### src/hw/rtl/sce_pkg.sv
// sce_pkg: word types and codes shared by the cumulative seam energy block
// no dependencies; used by every module under hw/rtl
`default_nettype none

package sce_pkg;

    localparam int ENERGY_W = 8;
    localparam int CUM_W    = 16;
    localparam int CFG_W    = 11;

    // choice codes
    localparam logic [1:0] CHOICE_LEFT   = 2'd0;
    localparam logic [1:0] CHOICE_CENTER = 2'd1;
    localparam logic [1:0] CHOICE_RIGHT  = 2'd2;
    localparam logic [1:0] CHOICE_FIRST  = 2'd3;

    localparam logic [CUM_W-1:0] CUM_MAX = {CUM_W{1'b1}};

    typedef struct packed {
        logic [ENERGY_W-1:0] energy;
        logic                frame_start;
    } in_word_t;

    typedef struct packed {
        logic [CUM_W-1:0] cumulative;
        logic [1:0]       choice;
        logic             row_end;
    } out_word_t;

    // per-pixel position flags handed from the column control to the add stage
    typedef struct packed {
        logic first_row;
        logic col_first;
        logic col_last;
    } pix_ctrl_t;

endpackage

`default_nettype wire

### src/hw/rtl/sce_col_ctrl.sv
// sce_col_ctrl: row width register, column counter and row-store read addresses
// depends on sce_pkg (config width, pix_ctrl_t)
`default_nettype none

module sce_col_ctrl #(
    parameter int ROW_MAX = 1024,
    parameter int AW      = 10
) (
    input  wire logic                      aclk,
    input  wire logic                      aresetn,
    input  wire logic                      cfg_wr_en,
    input  wire logic [sce_pkg::CFG_W-1:0] cfg_wr_data,
    input  wire logic                      accept,
    input  wire logic                      frame_start,
    output logic [AW-1:0]                  col,
    output sce_pkg::pix_ctrl_t             ctrl,
    output logic [AW-1:0]                  addr_right,
    output logic [AW-1:0]                  addr_wrap
);

    localparam int          WIDE_W     = 13;
    localparam int          RESET_LAST = ((ROW_MAX < 1024) ? ROW_MAX : 1024) - 1;
    localparam logic [WIDE_W-1:0] ROW_MAX_WIDE = WIDE_W'(ROW_MAX);

    logic [AW-1:0]     last_reg;
    logic [AW-1:0]     last_next;
    logic [AW-1:0]     column_count_reg;
    logic [AW-1:0]     column_count_next;
    logic              in_first_row_reg;
    logic              in_first_row_next;
    logic [WIDE_W-1:0] cfg_wide;
    logic [WIDE_W-1:0] last_wide;
    logic [AW-1:0]     col_raw;
    logic              first_row;
    logic              col_last;

    // width zero acts as one, width above the store depth acts as the depth
    always_comb begin
        cfg_wide = {{(WIDE_W-sce_pkg::CFG_W){1'b0}}, cfg_wr_data};
        if (cfg_wide == '0) begin
            last_wide = '0;
        end else if (cfg_wide > ROW_MAX_WIDE) begin
            last_wide = ROW_MAX_WIDE - WIDE_W'(1);
        end else begin
            last_wide = cfg_wide - WIDE_W'(1);
        end
        last_next = last_wide[AW-1:0];
    end

    always_comb begin
        col_raw   = frame_start ? '0 : column_count_reg;
        first_row = frame_start | in_first_row_reg;
        col       = (col_raw > last_reg) ? last_reg : col_raw;
        col_last  = (col == last_reg);

        ctrl.first_row = first_row;
        ctrl.col_first = (col == '0);
        ctrl.col_last  = col_last;

        addr_right = col_last ? '0 : col + AW'(1);
        addr_wrap  = last_reg;

        column_count_next = col_last ? '0 : col + AW'(1);
        in_first_row_next = col_last ? 1'b0 : first_row;
    end

    always_ff @(posedge aclk) begin
        if (!aresetn) begin
            last_reg         <= AW'(RESET_LAST);
            column_count_reg <= '0;
            in_first_row_reg <= 1'b1;
        end else begin
            if (cfg_wr_en) begin
                last_reg <= last_next;
            end
            if (accept) begin
                column_count_reg <= column_count_next;
                in_first_row_reg <= in_first_row_next;
            end
        end
    end

endmodule

`default_nettype wire

### config.mk
export PLATFORM = sky130hd
export DESIGN_NAME = sce_col_ctrl
export DESIGN_NICKNAME = d
export VERILOG_FILES = /design/src/hw/rtl/sce_pkg.sv /design/src/hw/rtl/sce_col_ctrl.sv
export SDC_FILE = /design/constraint.sdc
export NUM_CORES = 1
export LEC_CHECK = 0
export BUFFER_PORTS_ARGS = -buffer_cell sky130_fd_sc_hd__buf_4
export CORE_MARGIN = 2
export CORE_UTILIZATION = 39
export DETAILED_ROUTE_END_ITERATION = 7
export PLACE_DENSITY = 0.66
export SYNTH_ARGS = -nofsm -noshare
export SYNTH_HDL_FRONTEND = slang
export SYNTH_SLANG_ARGS = --single-unit
### constraint.sdc
create_clock -name aclk -period 4.83 [get_ports aclk]
set_clock_uncertainty 0.05 [all_clocks]
set_input_delay 0.966 -clock aclk [delete_from_list [all_inputs] [get_ports aclk]]
set_output_delay 0.966 -clock aclk [all_outputs]
set_load 0.05 [all_outputs]
# Word level (Yosys, flattened, before mapping)
# Index checks and enable logic that the tools add are counted.
# word_totals
output_inout_bits,33
word_cells,17
reg_bits,21
# op_classes
eq_ne,1
mux,6
reduce_logical,2
bitwise,1
addsub,2
n_lt_le_gt_ge,2
# op_table
cell,count
$mux 10,5
$gt 11x11->1 const B,1
$logic_not 11->1,1
$add 10x1->10 const B,1
$eq 10x10->1,1
$gt 10x10->1,1
$logic_not 10->1,1
$sub 10x1->10 const B,1
$mux 1,1
$or 1x1->1,1

# Depth between registers and ports, before layout
# depth
depth_word,5
depth_mapped,16
depth_no_buf,16

# Worst setup path after synthesis
# OpenSTA, ideal clock, no wires.
# synth_timing
path_type,input to output
startpoint,input port frame_start
endpoint,output port addr_right[6]
path_buffers,3
cell_stages,16
arrival_ns,4.669
path_slack_ns,-0.855
cell_sequence,buf_2 -> buf_2 -> nor2b_1 -> ha_1 -> and4_1 -> nand3_1 -> a311oi_1 -> a311oi_2 -> nor2_2 -> buf_2 -> a21o_1 -> ha_1 -> and3_1 -> nand3_1 -> xnor2_1 -> nor2_1
# synth_between
elab_chain_len,5
# synth_rtl
item,line,text
from (decl),sce_col_ctrl.sv:14,"input wire logic frame_start,"
$mux 10 *,sce_col_ctrl.sv:51,col_raw = frame_start ? '0 : column_count_reg;
$gt 10x10->1,sce_col_ctrl.sv:53,col = (col_raw > last_reg) ? last_reg : col_raw;
$mux 10 *,sce_col_ctrl.sv:53,
net col[0],sce_col_ctrl.sv:15,"output logic [AW-1:0] col,"
$add 10x1->10 or $eq 10x10->1 (tied branches),"sce_col_ctrl.sv:60, sce_col_ctrl.sv:54",
$mux 10 *,sce_col_ctrl.sv:60,addr_right = col_last ? '0 : col + AW'(1);
to (decl),sce_col_ctrl.sv:17,"output logic [AW-1:0] addr_right,"
# The timed path passes the listed nets; every way through them passes the cells marked *.

# Final worst setup path
# layout_timing
startpoint,input port frame_start
endpoint,output port addr_right[8]
# layout_between
elab_chain_len,5
# layout_rtl
item,line
$mux 10 *,sce_col_ctrl.sv:51
$gt 10x10->1,sce_col_ctrl.sv:53
$mux 10 *,sce_col_ctrl.sv:53
$add 10x1->10 or $eq 10x10->1 (tied branches),"sce_col_ctrl.sv:60, sce_col_ctrl.sv:54"
$mux 10 *,sce_col_ctrl.sv:60
# Mark *: on every way between the ends. The rest lies on a longest branch, timed or not.

==> reports/results.txt <==
FF-to-FF path depth - 15
Yosys cell types - 50
Sequential share of the synthesized area - 21.7%
# clock sinks - 21
Die area - 5560 um2
Share of post-route cells with drive strength above 1 - 32.5%
Vias post-DR - 2036
Routability congestion estimate from global placement - 0.872
Multi-input logic area - 1510 um2
Ranking of synthesized cells by area - dfxtp_1 22%, ha_1 7.1%, xnor2_1 5.4%
Most frequent cells after synthesis - 23 x nor2_1, 22 x inv_1, 21 x dfxtp_1
Antenna-violating nets left - 0
Slack of the worst reg-to-reg path - 1.64 ns
Synthesized Nets - 286
Largest net degree at the start of global routing - 23
Least-Margin Pin Slew - 0.449 ns
Hold path cells - 2
Root buf cell - clkbuf_8
First-pass GRT wire length - 8760 um
Worst Hold End - column_count_reg[7]
Die Height - 74.5 um
Post-synth EDFFs - 0
Post-Synthesis Cell Area - 1940 um2
Yosys top cell by area - dfxtp_1
Worst EP required - 3.81 ns
TritonCTS Buffers - 3
Capturing point of the worst reg2reg path - column_count_reg[6]
Gate Count Post-Synth - 259
Iter 0 DRT Violations - 120
Critical path arrival - 3.70 ns
Min Tclk post-route - 4.71 ns
Final global-route overflow total - 0
Synth Area in XOR/XNOR - 7.67%
First-pass detailed-route iteration total - 4
Status - finished clean
Met2 Use GR - 32.9%
Mux share of post-synthesis cell area - 3.87%
Routed wire length - 5590 um
Worst hold-check path type - flip-flop to flip-flop
Reg-to-Reg Start - addr_wrap[8]
Compound-gate portion of the synthesized area - 22.4%
Yosys warning count - 0
Max-slew violations - 0
Remaining DRCs - 0
Number of placed I/O pins - 49
Antenna violations before repair - 0
CTS tree - built
GRT met1 Usage - 29.5%
Die width - 74.5 um
Crit path kind - primary input to output port
Rows - 25
Largest family of logic cells by synthesized area - simple AND/OR/NAND/NOR gates
Crit-path max cell delay - 0.31 ns
Simple-gate share of the synthesized area - 29.1%
FILL cells - 464
Reg clk slew, reported paths - 0.08 ns
# setup viols final - 0
PortBufs - 48
Worst hold slack - 0.484 ns
P&R area growth vs syn - 37.0%
Final std cells w/o fill - 378
Fmax - 0.212 GHz
Crit-path max FO - 9
Grt met3 use - 2.44%
Clk buf depth - 2
Adder-cell area share of the yosys netlist - 7.09%
N_diodes - 0
Pre-CTS setup slack - -0.00716 ns
HPWL after DPL - 4240 um
Hold Vio Cnt, Final - 0
Initial Util - 40.8%
Register area - 420 um2
Post-synth top area share - 21.7%
Leakage Power - 0.00113 uW
Total track usage - 20.2%
H-tree levels - 1
Hold wc startpoint - column_count_reg[7]
Max-Cap Viols - 0
Setup TNS - 0 ns
Wire length per cell - 14.8 um
Worst IR Drop VDD - 0.0000973 V
Final worst setup slack - 0.117 ns
Synthesized flop and latch total - 21
Crit end category - output port
Period utilization - 97.6%
Global route hottest layer - met2
Top-count cell post-synth - nor2_1
Slew headroom - 69.8%
Number of global-route vias before repair - 1792
Crit-path slowest cell - xnor2_1
Mean Syn Cell Area - 7.49 um2
Dpl cells - 372
Clk_lat worst skew - 0.27 ns
Power density over the cells - 159 nW/um2
Nets - 339
Crit-path cells - buf_12 > inv_2 > nand2_1 > inv_1 > ha_1 > and4_4 > nand3_2 > a311oi_2 > a311oi_2 > buf_4 > nor2_4 > mux2i_4 > inv_4 > ha_4 > nand3_2 > nor3_1 > xnor2_1 > nor2_4 > buf_8
CP Launch Type - primary input
Top FF cell, synth - dfxtp_1
Post-synth ARST share - 0%
Vias per cell - 5.39
Floorplan core area - 4750 um2
[logic make-up after synthesis]
| kind of cell | count (synthesis) |
|---|---|
| AOI/OAI and AO/OA | 64 |
| xor gates and xnor gates | 17 |
| adders and majority gates | 11 |
| buffers and inverters | 37 |
| DFF | 21 |
| muxes | 7 |
| and+or+nand+nor | 102 |
[routing by layer]
metal  up-vias  share of wire, %
met2        42                47
li1       1039                 -
met1       953                49
met5         -                 0
met3         2               3.7
met4         0              0.25
[layout make-up]
cell class                      count  share of cell area (%)
Clock buffer                        4                    1.69
Inverter                           22                    3.20
Multi-Input combinational cell    201                    56.8
Sequential cell                    21                    15.8
Tap cell                           67                    3.15
Timing Repair Buffer               63                    19.3
[how the worst max path moves through the flow]
stage	from	end	slack, ns	cells after the start
after floorplan	frame_start	addr_right[6]	0.03	16
after global placement	frame_start	addr_right[6]	0.03	18
after detailed placement	frame_start	addr_right[6]	-0.007	18
after CTS	frame_start	addr_right[6]	0.04	18
after global routing	frame_start	addr_right[8]	-0.02	19
final	frame_start	addr_right[8]	0.12	19
[layout by cell type, fill, tap and decap left out, types with 3 or more instances in the layout]
cell / instances
o21ai_0: 16
nor2_1: 19
a31oi_1: 4
clkbuf_8: 3
nor2b_1: 5
nand2b_1: 5
nand3_2: 3
o221ai_1: 8
o31ai_1: 8
nor4_1: 4
mux2_2: 4
dfxtp_1: 21
nor2b_2: 3
inv_1: 20
nor3_1: 3
xor2_1: 5
nor2_4: 3
a21oi_1: 8
ha_1: 8
o21ai_1: 3
nand3b_1: 10
nand4_1: 4
xnor2_1: 11
nand2_1: 19
buf_4: 59
[power by group]
group	internal [uW]	switching, uW
logic	42.2	68.7
clock network	58.9	63.3
registers	179	10.9
[repair_timing]
action                                  4_1_cts  5_1_grt
gates cloned                                  0        0
buffers inserted                              0        2
gates resized for setup                       1       21
hold buffers                                  0        0
endpoints found under the setup margin        1        3
pin swaps                                     0        5
[per-stage QoR]
step,total power (uW),util (%),cell area [um2]
3_3_place_gp,300,52.5,2500
5_1_grt,444,55.9,2660
3_5_place_dp,301,52.5,2500
4_1_cts,421,53.6,2550
6_report,423,55.9,2660
2_1_floorplan,262,-,2030
[worst max-delay path, delay by kind of cell]
kind | cells | cell delay (ns)
simple gates | 7 | 0.77
buf+inv | 6 | 0.57
fa+ha+maj | 2 | 0.43
compound gates | 2 | 0.33
xor+xnor | 1 | 0.31
mux | 1 | 0.30
No activity file was read; power rests on OpenSTA's default activity.
