`config.mk`:
```
export PLATFORM = sky130hd
export DESIGN_NAME = sce_cum_unit
export DESIGN_NICKNAME = d
export VERILOG_FILES = /design/src/hw/rtl/sce_pkg.sv /design/src/hw/rtl/sce_cum_unit.sv
export SDC_FILE = /design/constraint.sdc
export NUM_CORES = 1
export LEC_CHECK = 0
export ABC_CLOCK_PERIOD_IN_PS = 10200
export BUFFER_PORTS_ARGS = -buffer_cell sky130_fd_sc_hd__buf_2
export CELL_PAD_IN_SITES_DETAIL_PLACEMENT = 1
export CELL_PAD_IN_SITES_GLOBAL_PLACEMENT = 1
export CORE_UTILIZATION = 46
export CTS_BUF_LIST = sky130_fd_sc_hd__clkbuf_8
export CTS_CLUSTER_DIAMETER = 120
export CTS_CLUSTER_SIZE = 20
export DETAILED_ROUTE_END_ITERATION = 10
export GPL_ROUTABILITY_DRIVEN = 1
export PLACE_DENSITY_LB_ADDON = 0.1
export SLEW_MARGIN = 0
export SYNTH_ARGS = -nofsm -noshare
export SYNTH_HDL_FRONTEND = slang
export SYNTH_SLANG_ARGS = --single-unit
export TNS_END_PERCENT = 5
```
`constraint.sdc`:
```
create_clock -name aclk -period 10.2 [get_ports aclk]
set_input_delay 0 -clock aclk [delete_from_list [all_inputs] [get_ports aclk]]
set_output_delay 0 -clock aclk [all_outputs]
set_load 0.03 [all_outputs]
```
`src/hw/rtl/sce_pkg.sv`:
```
// sce_pkg: word types and codes shared by the cumulative seam energy block
// no dependencies; used by every module under hw/rtl
`default_nettype none

package sce_pkg;

    localparam int ENERGY_W = 8;
    localparam int CUM_W    = 16;
    localparam int CFG_W    = 11;

    // choice codes
    localparam logic [1:0] CHOICE_LEFT   = 2'd0;
    localparam logic [1:0] CHOICE_CENTER = 2'd1;
    localparam logic [1:0] CHOICE_RIGHT  = 2'd2;
    localparam logic [1:0] CHOICE_FIRST  = 2'd3;

    localparam logic [CUM_W-1:0] CUM_MAX = {CUM_W{1'b1}};

    typedef struct packed {
        logic [ENERGY_W-1:0] energy;
        logic                frame_start;
    } in_word_t;

    typedef struct packed {
        logic [CUM_W-1:0] cumulative;
        logic [1:0]       choice;
        logic             row_end;
    } out_word_t;

    // per-pixel position flags handed from the column control to the add stage
    typedef struct packed {
        logic first_row;
        logic col_first;
        logic col_last;
    } pix_ctrl_t;

endpackage

`default_nettype wire

```
`src/hw/rtl/sce_cum_unit.sv`:
```
// sce_cum_unit: neighbour minimum, saturating add, row-store write back and output register
// depends on sce_pkg (codes, word types); takes read data from sce_row_store
`default_nettype none

module sce_cum_unit #(
    parameter int AW = 10
) (
    input  wire logic                         aclk,
    input  wire logic                         aresetn,
    input  wire logic                         in_load,
    input  wire logic [sce_pkg::ENERGY_W-1:0] in_energy,
    input  wire sce_pkg::pix_ctrl_t           in_ctrl,
    input  wire logic [AW-1:0]                in_col,
    input  wire logic [sce_pkg::CUM_W-1:0]    rd_center,
    input  wire logic [sce_pkg::CUM_W-1:0]    rd_right,
    input  wire logic [sce_pkg::CUM_W-1:0]    rd_wrap,
    input  wire logic                         m_ready,
    output logic                              load_ready,
    output logic                              wr_en,
    output logic [AW-1:0]                     wr_addr,
    output logic [sce_pkg::CUM_W-1:0]         wr_data,
    output logic                              out_valid,
    output sce_pkg::out_word_t                out_data
);

    logic                         s1_valid_reg;
    logic                         s1_valid_next;
    logic [sce_pkg::ENERGY_W-1:0] s1_energy_reg;
    sce_pkg::pix_ctrl_t           s1_ctrl_reg;
    logic [AW-1:0]                s1_col_reg;
    logic [sce_pkg::CUM_W-1:0]    saved_left_reg;
    logic [sce_pkg::CUM_W-1:0]    saved_first_reg;
    logic                         out_valid_reg;
    logic                         out_valid_next;
    sce_pkg::out_word_t           out_data_reg;

    logic                         advance;
    logic [sce_pkg::CUM_W-1:0]    left;
    logic [sce_pkg::CUM_W-1:0]    right;
    logic [sce_pkg::CUM_W-1:0]    best;
    logic [1:0]                   choice;
    logic [sce_pkg::CUM_W:0]      sum;
    logic [sce_pkg::CUM_W-1:0]    cum;

    assign advance    = s1_valid_reg && (!out_valid_reg || m_ready);
    assign load_ready = !s1_valid_reg || advance;

    always_comb begin
        // wrap-around neighbours: column 0 looks at the last column, the last at column 0
        left  = s1_ctrl_reg.col_first ? rd_wrap : saved_left_reg;
        right = (s1_ctrl_reg.col_last && !s1_ctrl_reg.col_first) ? saved_first_reg : rd_right;

        priority if (s1_ctrl_reg.first_row) begin
            best   = '0;
            choice = sce_pkg::CHOICE_FIRST;
        end else if ((left <= rd_center) && (left <= right)) begin
            best   = left;
            choice = sce_pkg::CHOICE_LEFT;
        end else if (rd_center <= right) begin
            best   = rd_center;
            choice = sce_pkg::CHOICE_CENTER;
        end else begin
            best   = right;
            choice = sce_pkg::CHOICE_RIGHT;
        end

        sum = {1'b0, best} + {{(sce_pkg::CUM_W+1-sce_pkg::ENERGY_W){1'b0}}, s1_energy_reg};
        cum = sum[sce_pkg::CUM_W] ? sce_pkg::CUM_MAX : sum[sce_pkg::CUM_W-1:0];
    end

    assign wr_en   = advance;
    assign wr_addr = s1_col_reg;
    assign wr_data = cum;

    always_comb begin
        s1_valid_next = in_load ? 1'b1 : (advance ? 1'b0 : s1_valid_reg);
        if (advance) begin
            out_valid_next = 1'b1;
        end else if (m_ready) begin
            out_valid_next = 1'b0;
        end else begin
            out_valid_next = out_valid_reg;
        end
    end

    always_ff @(posedge aclk) begin
        if (!aresetn) begin
            s1_valid_reg    <= 1'b0;
            out_valid_reg   <= 1'b0;
            saved_left_reg  <= '0;
            saved_first_reg <= '0;
        end else begin
            s1_valid_reg  <= s1_valid_next;
            out_valid_reg <= out_valid_next;
            if (advance) begin
                saved_left_reg <= rd_center;
                if (s1_ctrl_reg.col_first) begin
                    saved_first_reg <= rd_center;
                end
            end
        end
    end

    always_ff @(posedge aclk) begin
        if (in_load) begin
            s1_energy_reg <= in_energy;
            s1_ctrl_reg   <= in_ctrl;
            s1_col_reg    <= in_col;
        end
        if (advance) begin
            out_data_reg.cumulative <= cum;
            out_data_reg.choice     <= choice;
            out_data_reg.row_end    <= s1_ctrl_reg.col_last;
        end
    end

    assign out_valid = out_valid_reg;
    assign out_data  = out_data_reg;

endmodule

`default_nettype wire

```
**Word-level counts from Yosys, hierarchy flattened**

Index checks and enable logic that the tools add are counted.

- Bits in registers: 74
- Input port bits: 73
- Output and inout port bits: 48
- Logic and storage cells: 39

- $add $sub $neg: 1
- Order comparisons: 3
- Mux-type cells: 12
- Reductions and logical operators: 11

Operators by type and width:

| cell | count |
|---|---|
| 16-bit 2-to-1 mux | 6 |
| 16-bit less-or-equal comparator | 3 |
| 16-bit by 8-bit adder with 17-bit output | 1 |
| 1-bit 2-to-1 mux | 4 |
| 2-bit 2-to-1 mux | 2 |
| 2-bit nonzero test | 2 |
| 1-bit logical AND | 3 |
| 1-bit logical NOT | 3 |
| 1-bit logical OR | 2 |
| 2-bit AND reduction | 1 |

**Longest topological paths before layout**

- Word-level depth: 9
- Depth in mapped cells: 29
- Mapped depth without buffers: 25

**Least setup slack after synthesis**

No wires, ideal clock.

- Path type: register to register
- From: reg s1_ctrl_reg[0] (netlist bit)
- To: reg out_data_reg (netlist bit out_data[17]), data pin
- Setup time: 0.301 ns
- Arrival: 6.341 ns
- Required time: 9.899 ns
- Path slack: 3.558 ns
- Stages on the path, launching flop included: 27
- Path buffers: 3
- Clock period less this slack: 6.642 ns
- Cell sequence: edfxtp_1 nand2b_4 buf_6 buf_1 mux2i_1 ha_1 a221oi_1 o21ai_1 a221o_1 a211o_1 o211a_2 nor2_4 clkbuf_1 a211oi_1 o21a_1 ha_1 fa_1 a21o_1 a21oi_1 o21ai_0 a21oi_1 o21ai_0 and4_1 a41oi_1 nor4b_4 nand3b_1 mux2i_1

- Word-level cells in the longest chain between the ends: 8
- Elaborated cells between the ends (all ways): 10
- Those cells by class: add/sub: 1; order compare: 2; mux: 5; reduce/logical: 2

RTL lines:

| element | line | text |
|---|---|---|
| start: declaration | sce_cum_unit.sv:29 | `sce_pkg::pix_ctrl_t s1_ctrl_reg;` |
| start signal: assignment | sce_cum_unit.sv:107 | `s1_ctrl_reg <= in_ctrl;` |
| 1-bit logical AND * | sce_cum_unit.sv:51 | `right = (s1_ctrl_reg.col_last && !s1_ctrl_reg.col_first) ? saved_first_reg : rd_right;` |
| 16-bit 2-to-1 mux * | sce_cum_unit.sv:51 |  |
| 16-bit less-or-equal comparator, on equally long branches | sce_cum_unit.sv:59, sce_cum_unit.sv:56 |  |
| 16-bit 2-to-1 mux or 1-bit logical AND (tied branches) | sce_cum_unit.sv:59, sce_cum_unit.sv:56 |  |
| 16-bit 2-to-1 mux * | sce_cum_unit.sv:56 | `end else if ((left <= rd_center) && (left <= right)) begin` |
| 16-bit 2-to-1 mux * | sce_cum_unit.sv:53 | `priority if (s1_ctrl_reg.first_row) begin` |
| 16-bit by 8-bit adder with 17-bit output * | sce_cum_unit.sv:67 | `sum = {1'b0, best} + {{(sce_pkg::CUM_W+1-sce_pkg::ENERGY_W){1'b0}}, s1_energy_reg};` |
| 16-bit 2-to-1 mux * | sce_cum_unit.sv:68 | `cum = sum[sce_pkg::CUM_W] ? sce_pkg::CUM_MAX : sum[sce_pkg::CUM_W-1:0];` |
| named net wr_data (one bit) | sce_cum_unit.sv:21 | `output logic [sce_pkg::CUM_W-1:0] wr_data,` |
| end: declaration | sce_cum_unit.sv:35 | `sce_pkg::out_word_t out_data_reg;` |

The timed path passes the listed nets; every way through them passes the cells marked *.
A chain may end at the register's enable or synchronous reset.

**Worst setup path in the final report**

- From: reg s1_ctrl_reg[1] (netlist bit)
- To: out wr_data[9] (netlist bit)

- Word-level cells in the longest chain between the ends: 9
- Elaborated cells between the ends (all ways): 13
- Those cells by class: add/sub: 1; order compare: 3; mux: 6; reduce/logical: 3

RTL lines:

| element | line |
|---|---|
| 1-bit logical NOT | sce_cum_unit.sv:51 |
| 1-bit logical AND | sce_cum_unit.sv:51 |
| 16-bit 2-to-1 mux | sce_cum_unit.sv:51 |
| 16-bit less-or-equal comparator, on equally long branches | sce_cum_unit.sv:59, sce_cum_unit.sv:56 |
| 16-bit 2-to-1 mux or 1-bit logical AND (tied branches) | sce_cum_unit.sv:59, sce_cum_unit.sv:56 |
| 16-bit 2-to-1 mux * | sce_cum_unit.sv:56 |
| 16-bit 2-to-1 mux * | sce_cum_unit.sv:53 |
| 16-bit by 8-bit adder with 17-bit output * | sce_cum_unit.sv:67 |
| 16-bit 2-to-1 mux * | sce_cum_unit.sv:68 |
| end: declaration | sce_cum_unit.sv:21 |

Mark *: on every way between the ends. The rest lies on a longest branch, timed or not.

==> results.cfg <==
[status]
status = completed

[timing]
fin_skew_ns = 0.0199
fin_setup_tns_ns = 0
drv_slew = 0
fmax_ghz = 0.138
worst_pin_slew_ns = 0.820
setup_viol = 0
timing.final.crit_share = 0.712
fin_crit_ns = 7.26
grt_setup_unrepaired = no
hold_viol = 0
relSlewSlack = 0.453
setup_ws_ns = 2.94

[yosys]
syn_area_mm2 = 0.00510
syn_nets = 665
netlist_instances = 541
yosysTopAreaCellShare = 0.236
synth_area_leaders = edfxtp_1 24%, dfxtp_1 13%, ha_1 12%
muxShareOfSynthArea = 0.0835
synth_top_family_by_area = compound AO/OA/AOI/OAI gates
synthAdderAreaFrac = 0.129
yosysTopAreaCell = edfxtp_1
synth-seq-cells = 74
synth_compound_area_frac = 0.192
avgSynthCellArea_um2 = 9.42
synth_edf_count = 40
async_flop_share = 0
ys.warnings.count = 0
synth.yosys.seq_area_share = 0.369
synth_xor_area_frac = 0.0241
ys_types = 66
synth_simple_gate_area_frac = 0.161
ys.flop_type = edfxtp_1

[routing]
dr_total_vias = 4726
drt-pass1-iter-count = 4
avgViaCountPerCell = 5.67
drc = 0
finalWirelength_um = 17000
wire_per_inst_um = 20.4
wl_met3_um = 624
wl_met1_um = 6720
drt_iter0_drc = 177
met2_length_um = 9140
detail-route-antenna-nets = 0
top_layer = met4

[critical_path]
cp-end-kind = primary output
setup.worst_path.class = flip-flop to primary output
arrival_ns = 7.26
crit_fanout = 21
required_ns = 10.20
critPathLaunchType = flip-flop

[final_layout]
n_fill_cell = 1260
largest_register_ffs = 19
multi_input_comb_area_mm2 = 0.00301
diodes = 0
area.sequential_mm2 = 0.00188
area_growth_pct = 25.1
drive_gt1_frac = 0.249
finalNetCount = 813

[floorplan]
coreArea_mm2 = 0.0108
die_y_um = 107
dieArea_mm2 = 0.0115
num_io_pins = 121
fp.dieW_um = 107
floorplan.initialDensity = 0.470
rows = 38

[placement]
dp.final_hpwl_um = 12000
gp_congestion = 0.912
dp_slack_ns = 3.39
io_buffers = 120

[global_routing]
grt_max_degree = 35
antenna_found_initial = 0
grt_pass1_wl_um = 27100
track_usage = 0.314
grt_pass1_vias = 5217
overflow = 0

[power]
powerDensity_mw_per_mm2 = 155
ir_worst_vdd_v = 0.000120
power_leakage_nw = 2.85
total_power_w = 0.000988

[clock_tree]
cts_root_buffer = clkbuf_8
cts.sinks = 74
cts_resized = 0
clk_latency_ns = 0.39
path_clk_slew_ns = 0.10
cts_tree = yes
h-tree-depth = 3
numCtsBuffers = 9
clock_path_buffers = 2

[min_path]
hold_path_class = primary input to flip-flop

[flow_run]
drv_cap = 0
-- report_power, final --
part | switching [W] | total [W] | internal (W)
sequential | 0.0000107 | 0.000352 | 0.000341
clock | 0.000135 | 0.000253 | 0.000118
combinational | 0.000246 | 0.000383 | 0.000137
total | 0.000392 | 0.000988 | 0.000596
-- placed cells by master (no fill, tap or decap), drive strengths merged, types with 12 or more instances in the layout --
cell type    count
a21boi          35
a21oi           26
ha              50
nand2           97
nand3           14
dlygate4sd3     38
mux2            20
mux2i           18
buf            122
inv             32
o21ai           17
nor2            18
dfxtp           34
edfxtp          40
a21o            12
-- kinds of logic after synthesis --
group,count (synthesis)
simple gates,170
compound gates,141
flops,74
buf+inv,52
fa+ha+maj,52
mux,38
xor+xnor,14
-- critical path, cell delays in order, from the launching register on --
cell	delay, ns
edfxtp_1	0.35
buf_4	0.30
nand2b_4	0.43
mux2i_1	0.43
ha_1	0.21
nand4_1	0.18
nor4_1	0.31
mux2i_1	0.19
nor3b_1	0.36
a211oi_2	0.23
nor2_1	0.66
nand2_1	0.12
o211ai_1	0.12
a21oi_1	0.12
ha_1	0.39
a21o_1	0.14
a21oi_1	0.10
o21ai_0	0.17
a21oi_1	0.12
o21ai_0	0.34
and4_1	0.24
a41oi_1	0.08
nor4b_4	0.46
nand3_2	0.33
o21ai_1	0.23
buf_2	0.24
-- layer usage --
layer / global-route usage / vias up
met5: 0 / -
met3: 0.0630 / 36
met2: 0.596 / 120
li1: - / 2277
met4: 0.132 / 0
met1: 0.334 / 2293
-- cell type report --
| type | count | area share |
|---|---|---|
| well taps | 140 | 0.0275 |
| repair buffers | 160 | 0.156 |
| flip-flops and latches | 74 | 0.295 |
| inverters | 29 | 0.0171 |
| clock inverters | 7 | 0.0131 |
| clock buffers | 9 | 0.0194 |
| multi-input cells | 415 | 0.472 |
-- cell usage after synthesis, types with 10 or more instances --
master and instances:
nand2_1 97, ha_1 50, edfxtp_1 40, a21boi_0 35, dfxtp_1 34, inv_1 28, a21oi_1 26, mux2_2 19
clkbuf_1 17, nor2_1 17, mux2i_1 15, nand3_1 13, a21o_1 12, nand4_1 10, xnor2_1 10
-- through the flow --
step | instances | hold WS [ns] | cell area [um^2] | utilization
CTS | 834 | 0.112 | 6380 | 0.588
floorplan | 541 | 0.0989 | 5100 | -
detailed placement | 780 | 0.179 | 5790 | 0.534
global placement | 780 | 0.177 | 5790 | 0.534
finish | 834 | 0.108 | 6380 | 0.588
global route | 834 | 0.122 | 6380 | 0.588
-- final timing paths --
check | startpoint | to | slack, ns | depth (start not counted)
min | aresetn | out_valid$_SDFFE_PN0P_ | 0.11 | 2
max reg2reg | s1_ctrl_reg[1]$_DFFE_PP_ | out_data[12]$_DFFE_PP_ | 3.31 | 24
min reg2reg | saved_first_reg[6]$_SDFFE_PN0P_ | saved_first_reg[6]$_SDFFE_PN0P_ | 0.47 | 2
max | s1_ctrl_reg[1]$_DFFE_PP_ | wr_data[9] | 2.94 | 25
-- timing repair --
item | 4_1_cts | 5_1_grt
hold endpoints to repair | 55 | 0
hold buffers | 38 | 0
buffers inserted | 0 | 0
Power figures use the tool's default switching activity.
